==> config.mk <==
export PLATFORM = sky130hd
export DESIGN_NAME = qst_front
export DESIGN_NICKNAME = d
export VERILOG_FILES = /design/src/rtl/quaternion_swing_twist_split_assert.svh /design/src/rtl/qst_pkg.sv /design/src/rtl/qst_front.sv
export SDC_FILE = /design/constraint.sdc
export NUM_CORES = 2
export LEC_CHECK = 0
export BUFFER_PORTS_ARGS = -buffer_cell sky130_fd_sc_hd__buf_2
export CAP_MARGIN = 20
export CORE_MARGIN = 2
export CORE_UTILIZATION = 47
export CTS_BUF_LIST = sky130_fd_sc_hd__clkbuf_8 sky130_fd_sc_hd__clkbuf_16
export CTS_CLUSTER_DIAMETER = 40
export DETAILED_ROUTE_END_ITERATION = 6
export GPL_ROUTABILITY_DRIVEN = 0
export PLACE_DENSITY = 0.73
export SYNTH_ARGS = -nofsm -noshare
export SYNTH_HDL_FRONTEND = slang
export SYNTH_SLANG_ARGS = --single-unit
==> constraint.sdc <==
create_clock -name clk -period 8.75 [get_ports clk]
set_clock_uncertainty 0.2 [all_clocks]
set_input_delay 1.75 -clock clk [delete_from_list [all_inputs] [get_ports clk]]
set_output_delay 1.75 -clock clk [all_outputs]
set_load 0.02 [all_outputs]
==> src/rtl/quaternion_swing_twist_split_assert.svh <==
// assertion macros for the twist split block
// no dependencies; included by the top level
`ifndef QUATERNION_SWING_TWIST_SPLIT_ASSERT_SVH
`define QUATERNION_SWING_TWIST_SPLIT_ASSERT_SVH

// implication checked on every rising edge outside reset
`define QST_ASSERT_IMP(lbl, clk, rst_n, ante, cons, msg) \
	lbl: assert property (@(posedge clk) disable iff (!rst_n) (ante) |-> cons) \
		else $error(msg);

// invariant checked on every rising edge outside reset
`define QST_ASSERT_ALWAYS(lbl, clk, rst_n, expr, msg) \
	lbl: assert property (@(posedge clk) disable iff (!rst_n) (expr)) \
		else $error(msg);

`endif

==> src/rtl/qst_pkg.sv <==
// shared types, widths and helpers for the twist split block
// no dependencies
package qst_pkg;

	localparam int FRAC_BITS = 14;
	localparam int DATA_W    = 16;
	localparam int PROD_W    = 2 * DATA_W;
	localparam int DFULL_W   = PROD_W + 2;
	localparam int DMAG_W    = 18;
	localparam int SQ_OP_W   = 38;
	localparam int SQ_ROOT_W = SQ_OP_W / 2;
	localparam int SQ_REM_W  = SQ_ROOT_W + 3;
	localparam int DIV_W     = SQ_ROOT_W;
	localparam int QUO_W     = FRAC_BITS + 1;
	localparam int NUM_W     = DMAG_W + FRAC_BITS + 1;
	localparam int ONE       = 1 << FRAC_BITS;
	localparam int SQ_CELLS  = SQ_ROOT_W;
	localparam int DIV_CELLS = QUO_W;
	localparam int FRONT_LAT = 4;
	localparam int LATENCY   = FRONT_LAT + SQ_CELLS + 1 + DIV_CELLS + 1 + SQ_CELLS + 1;

	// register indexes
	localparam logic [1:0] REG_AXIS_X = 2'd0;
	localparam logic [1:0] REG_AXIS_Y = 2'd1;
	localparam logic [1:0] REG_AXIS_Z = 2'd2;

	typedef struct packed {
		logic signed [DATA_W-1:0] quat_w;
		logic signed [DATA_W-1:0] quat_x;
		logic signed [DATA_W-1:0] quat_y;
		logic signed [DATA_W-1:0] quat_z;
	} qst_req_t;

	typedef struct packed {
		logic signed [DATA_W-1:0] twist_w;
		logic signed [DATA_W-1:0] twist_x;
		logic signed [DATA_W-1:0] twist_y;
		logic signed [DATA_W-1:0] twist_z;
		logic                     degenerate;
	} qst_res_t;

	typedef struct packed {
		logic signed [DATA_W-1:0] x;
		logic signed [DATA_W-1:0] y;
		logic signed [DATA_W-1:0] z;
	} qst_axis_t;

	// side data that travels with a request through the cells
	typedef struct packed {
		logic                     degen;
		logic                     w_neg;
		logic                     d_neg;
		logic [DMAG_W-1:0]        dmag;
		logic signed [DATA_W-1:0] tx;
		logic signed [DATA_W-1:0] ty;
		logic signed [DATA_W-1:0] tz;
	} qst_tag_t;

	typedef struct packed {
		qst_tag_t             tag;
		logic [SQ_OP_W-1:0]   op;
		logic [SQ_REM_W-1:0]  rem;
		logic [SQ_ROOT_W-1:0] root;
	} qst_sq_t;

	typedef struct packed {
		qst_tag_t         tag;
		logic [QUO_W-1:0] num;
		logic [DIV_W-1:0] rem;
		logic [QUO_W-1:0] quo;
		logic [DIV_W-1:0] dvsr;
	} qst_div_t;

	// round v / 2^FRAC_BITS to nearest, ties away from zero, then saturate
	function automatic logic signed [DATA_W-1:0] rnd_sat(input logic signed [PROD_W-1:0] v);
		logic signed [PROD_W:0] sv;
		logic [PROD_W:0]        mag;
		logic [PROD_W:0]        m;
		logic signed [DATA_W-1:0] r;
		sv  = {v[PROD_W-1], v};
		mag = sv[PROD_W] ? (PROD_W+1)'(-sv) : (PROD_W+1)'(sv);
		m   = (mag + (PROD_W+1)'(ONE / 2)) >> FRAC_BITS;
		if (!sv[PROD_W]) begin
			r = (m > (PROD_W+1)'(32767)) ? 16'sh7fff : DATA_W'(m);
		end else begin
			r = (m > (PROD_W+1)'(32768)) ? 16'sh8000 : DATA_W'(-m);
		end
		return r;
	endfunction

endpackage

==> src/rtl/qst_front.sv <==
// front stages: axis projection, rounding, squares and their sum
// depends on qst_pkg
module qst_front (
	input  logic               clk,
	input  logic               arst_n,
	input  logic               vld_i,
	input  qst_pkg::qst_req_t  req,
	input  qst_pkg::qst_axis_t axis,
	output logic               vld_o,
	output qst_pkg::qst_sq_t   sq_o
);
	import qst_pkg::*;

	logic                     vld_s1, vld_s2, vld_s3;
	logic signed [PROD_W-1:0] px_s1, py_s1, pz_s1;
	logic signed [DATA_W-1:0] w_s1;
	logic [DATA_W-1:0]        wmag_s2;
	logic [DMAG_W-1:0]        dmag_s2, dmag_s3;
	logic                     w_neg_s2, d_neg_s2, degen_s2;
	logic                     w_neg_s3, d_neg_s3, degen_s3;
	logic [PROD_W-1:0]        wsq_s3;
	logic [2*DMAG_W-1:0]      dsq_s3;

	logic signed [DFULL_W-1:0] dfull;
	logic [DFULL_W-1:0]        dmag_full;
	logic [DFULL_W-1:0]        drnd;
	logic [DMAG_W-1:0]         dm;
	logic [2*DMAG_W:0]         nsum;

	// projection sum and rounding of d
	always_comb begin
		dfull     = DFULL_W'(px_s1) + DFULL_W'(py_s1) + DFULL_W'(pz_s1);
		dmag_full = dfull[DFULL_W-1] ? DFULL_W'(-dfull) : DFULL_W'(dfull);
		drnd      = dmag_full + DFULL_W'(ONE / 2);
		dm        = drnd[FRAC_BITS +: DMAG_W];
		nsum      = (2*DMAG_W+1)'(wsq_s3) + (2*DMAG_W+1)'(dsq_s3);
	end

	// valid line
	always_ff @(posedge clk or negedge arst_n) begin
		if (!arst_n) begin
			vld_s1 <= 1'b0;
			vld_s2 <= 1'b0;
			vld_s3 <= 1'b0;
			vld_o  <= 1'b0;
		end else begin
			vld_s1 <= vld_i;
			vld_s2 <= vld_s1;
			vld_s3 <= vld_s2;
			vld_o  <= vld_s3;
		end
	end

	// payload stages
	always_ff @(posedge clk) begin
		px_s1 <= req.quat_x * axis.x;
		py_s1 <= req.quat_y * axis.y;
		pz_s1 <= req.quat_z * axis.z;
		w_s1  <= req.quat_w;

		wmag_s2  <= w_s1[DATA_W-1] ? DATA_W'(-w_s1) : DATA_W'(w_s1);
		dmag_s2  <= dm;
		w_neg_s2 <= w_s1[DATA_W-1];
		d_neg_s2 <= dfull[DFULL_W-1] && (dm != '0);
		degen_s2 <= (w_s1 == '0) && (dm == '0);

		wsq_s3   <= wmag_s2 * wmag_s2;
		dsq_s3   <= dmag_s2 * dmag_s2;
		dmag_s3  <= dmag_s2;
		w_neg_s3 <= w_neg_s2;
		d_neg_s3 <= d_neg_s2;
		degen_s3 <= degen_s2;

		sq_o.op        <= SQ_OP_W'(nsum);
		sq_o.rem       <= '0;
		sq_o.root      <= '0;
		sq_o.tag.degen <= degen_s3;
		sq_o.tag.w_neg <= w_neg_s3;
		sq_o.tag.d_neg <= d_neg_s3;
		sq_o.tag.dmag  <= dmag_s3;
		sq_o.tag.tx    <= '0;
		sq_o.tag.ty    <= '0;
		sq_o.tag.tz    <= '0;
	end

endmodule

==> Word-level counts from Yosys, hierarchy flattened <==
Index checks and enable logic that the tools add are counted.
{ "classes": {"add_sub_neg": 6, "multipliers": 5, "muxes": 2, "reduce_logical": 5} }
{ "op_table": {"columns": ["op", "n"], "rows": [
  ["multiplier 16 x 16 -> 32 bit", 4],
  ["adder 32 x 36 -> 37 bit", 1],
  ["multiplier 18 x 18 -> 36 bit", 1],
  ["adder 33 x 32 -> 34 bit", 1],
  ["adder 32 x 32 -> 33 bit", 1],
  ["adder 32 x 14 -> 32 bit, second input constant", 1],
  ["two-way mux 32 bit", 1],
  ["negation 32 bit", 1],
  ["zero test 18 bit", 1],
  ["nonzero test 18 bit", 1],
  ["zero test 16 bit", 1],
  ["negation 16 bit", 1],
  ["two-way mux 15 bit", 1],
  ["logical AND 1 bit", 2]
]} }
{ "totals": {"ff_bits": 300, "word_cells": 43} }

==> Logic depth before layout (Yosys ltp) <==
{ "depth": {"word_depth": 7, "ltp_mapped": 30} }

==> Worst setup path after synthesis <==
Ideal clock, no wire load.
{ "synth_timing": {"path_type": "input-to-reg", "from": "input port axis[33] in the netlist's numbering", "to": "register px_s1[31]", "arrival_time_ps": 8052, "required_time_ps": 8478, "setup_slack_ps": 426, "path_stages": 24, "n_path_buf": 1, "cell_sequence": "clkbuf_1 > nand2_1 > fa_1 > inv_1 > fa_1 > inv_1 > fa_1 > fa_1 > inv_1 > fa_1 > inv_1 > fa_1 > inv_1 > ha_1 > o21a_1 > a2111oi_0 > o31ai_1 > a41oi_1 > a21oi_1 > a31o_2 > or4_1 > a31o_2 > a21oi_1 > xnor2_1"} }
{ "synth_between": {"elab_chain_cells": 1} }
{ "synth_rtl": {"columns": ["item", "line", "rtl"], "rows": [
  ["start, declared", "qst_front.sv:8", "input qst_pkg::qst_axis_t axis,"],
  ["multiplier 16 x 16 -> 32 bit", "qst_front.sv:56", "px_s1 <= req.quat_x * axis.x;"],
  ["end signal, assigned", "qst_front.sv:56", null],
  ["end, declared", "qst_front.sv:15", "logic signed [PROD_W-1:0] px_s1, py_s1, pz_s1;"]
]} }
Every way passes these cells.
A chain may end at the register's enable or synchronous reset.

==> Worst setup path in the final report <==
{ "layout_timing": {"from": "input port req[38] in the netlist's numbering", "to": "register px_s1[31]"} }
{ "layout_between": {"elab_chain_cells": 1} }
{ "layout_rtl": {"columns": ["item", "line", "rtl"], "rows": [
  ["start, declared", "qst_front.sv:7", "input qst_pkg::qst_req_t req,"],
  ["multiplier 16 x 16 -> 32 bit", "qst_front.sv:56", null]
]} }
Every way passes these cells.

==> metrics.md <==
| Metric | Value |
|---|---|
| Worst slew margin | 27.9% |
| Synth Register Bits | 297 |
| Crit-path max cell delay | 530 ps |
| Synth Flop Type | dfxtp_1 |
| Origin of the worst setup path | req[38] |
| Warnings, synthesis | 0 |
| Max-cap violations | 0 |
| Initial antenna violation count | 5 |
| Fraction of layout cells with a size suffix above 1 | 5.73% |
| Congestion Overflow GR | 0 |
| Cell Area, Synth | 56800 um2 |
| Row cnt | 127 |
| Vias in the first global route | 43700 |
| Die area | 124000 um2 |
| Area of the multi-input gates | 44300 um2 |
| Fin util | 50.7% |
| Kind of critical path | in2reg |
| Final ANT Viol Nets | 0 |
| Largest area contributor in the synthesized netlist | fa_1 |
| Reg area | 5970 um2 |
| Clock Sinks | 297 |
| Iteration-0 DRC Markers | 1891 |
| Tmin final | 8060 ps |
| CTS H-tree depth | 2 |
| Vias after detailed routing | 39600 |
| WP buf/inv | 6 |
| First-pass GRT wire length | 214 mm |
| Core footprint | 120000 um2 |
| Post-Syn Area per Cell | 9.34 um2 |
| Post-synth ARST share | 1.35% |
| Number of flops mapped to enable cells by yosys | 0 |
| Critical path's slowest cell | fa_1 |
| DRT Wirelength | 126 mm |
| I/O Pins | 264 |
| Clock Tree Root | clkbuf_16 |
| Worst-Skew Late Latency | 610 ps |
| Post-synthesis sequential area ratio | 10.5% |
| Cts hold-fix bufs | 0 |
| Delay-heaviest family, CP | adder cells |
| Outcome | complete, no violations |
| Vias/cell | 5.04 |
| RSZ-0062 raised after global routing | false |
| Post-CTS Resized | 0 |
| CTS tree | yes |
| DR WL/cell | 16.0 um |
| Worst hold path type | reg2reg |
| Fin. max-slew vios | 0 |
| CP Max Fanout | 7 |
| Setup tns final | 0 ps |
| GRT Total Usage | 21.4% |
| Mapped Cells | 6082 |
| Synth top cells by count | inv_1, fa_1, nand2_1, ha_1, and2_1 |
| CP required | 9050 ps |
| Largest net degree at the start of global routing | 23 |
| Arrival time at the worst endpoint | 8360 ps |
| Post-synthesis cell type count | 95 |
| Synth top area share | 42.3% |
| Drt pass-1 iters | 5 |
| CP endpoint kind | flip-flop |
| CTS max path bufs | 3 |
| Die boundary height | 352 um |
| Num CTS Buffers | 50 |
| Port-buffer cells | 173 |
| Drc violations | 0 |
| Final-report hold violation count | 0 |
| Synth area leaders | fa_1, ha_1, dfxtp_1, inv_1, and2_1 |
| Cell mode on critical path | fa_1 |
| Clk slew on worst S/H paths | 60 ps |
| Detailed placer's ending HPWL | 107 mm |
| Startpoint Class | input pin |
| Min-delay src | dmag_s3[15] |
| Final #Nets | 8031 |
| Setup Viol. Count Final | 0 |
| Final worst-path cycle share | 92.1% |
| Worst Tran Pin Value | 1070 ps |
| Die width | 352 um |
| Setup bufs post-CTS | 0 |
| Achievable clock frequency | 124 MHz |
| Filler cells | 10800 |
| RR Startpoint | dmag_s2[10] |
| Top-count cell post-synth | inv_1 |
| Initial cell density of the core | 47.3% |
| Area Growth Syn to Fin | 6.99% |
[final timing paths]
path	endpoint	slack (ps)	depth (start not counted)
min in group asynchronous	vld_s3	740	1
setup / recovery	px_s1[31]	690	26
max in group asynchronous	vld_s2	7500	1
hold / removal	sq_o[142]	110	0
setup reg to reg	dsq_s3[32]	1310	23
hold reg to reg	sq_o[142]	110	0
[flip-flops by register name (all words and copies together), names as in the netlist, 16 cells and up]
register and flops:
pz_s1 32, dsq_s3 34, wsq_s3 31, py_s1 32, px_s1 32, w_s1 16
wmag_s2 16, dmag_s2 18, dmag_s3 18, sq_o 58
[metrics by stage]
step | hold slack, ps | instance area (um2) | instances | setup slack [ps]
finish | 111 | 60800 | 7847 | 689
global route | 106 | 60800 | 7847 | 405
CTS | 102 | 60800 | 7844 | 726
detailed placement | 112 | 59100 | 7753 | 131
global placement | 110 | 59100 | 7753 | 37.4
floorplan | 110 | 57100 | 6171 | 426
[placed cells by master (no fill, tap or decap), drive strengths merged, types with 63 or more instances in the layout]
| cell type | n |
|---|---|
| o21ai | 96 |
| dfxtp | 293 |
| a21oi | 157 |
| buf | 212 |
| conb | 90 |
| nand2 | 637 |
| ha | 523 |
| fa | 1200 |
| xnor2 | 189 |
| nor2 | 166 |
| xor2 | 63 |
| inv | 1524 |
| and2 | 434 |
[layout make-up]
cell class,instances,share of cell area [%]
multi-input cells,4128,72.8
diodes,3,0.0124
repair buffers,212,1.91
clock inverters,39,0.700
well taps,1612,3.32
clock buffers,52,2.10
flip-flops and latches,297,9.82
inverters,1504,9.29
[logic make-up (layout without fill, tap and decap cells)]
| group | after synthesis | after routing | share of synthesized area, % |
|---|---|---|---|
| adders and majority gates | 1723 | 1723 | 53.8 |
| and+or+nand+nor | 1545 | 1545 | 13.6 |
| DFF | 297 | 297 | 10.5 |
| muxes | 9 | 9 | 0.170 |
| buffers and inverters | 1746 | 1807 | 12.1 |
| AOI/OAI and AO/OA | 509 | 509 | 5.88 |
| xor gates and xnor gates | 252 | 252 | 3.89 |
| other | 1 | 93 | 0.00660 |
[metal layers]
| layer | track usage (%) | part of all wire (%) | vias to the layer above |
|---|---|---|---|
| met5 | 0 | 0.0088 | - |
| met4 | 6.86 | 3.4 | 2 |
| met3 | 2.62 | 4.9 | 250 |
| met2 | 39.7 | 53 | 984 |
| met1 | 25.8 | 39 | 20100 |
| li1 | - | - | 18200 |
Power is not shown: default switching activity piles up to over one toggle a cycle in this logic, so the estimate is an artifact.
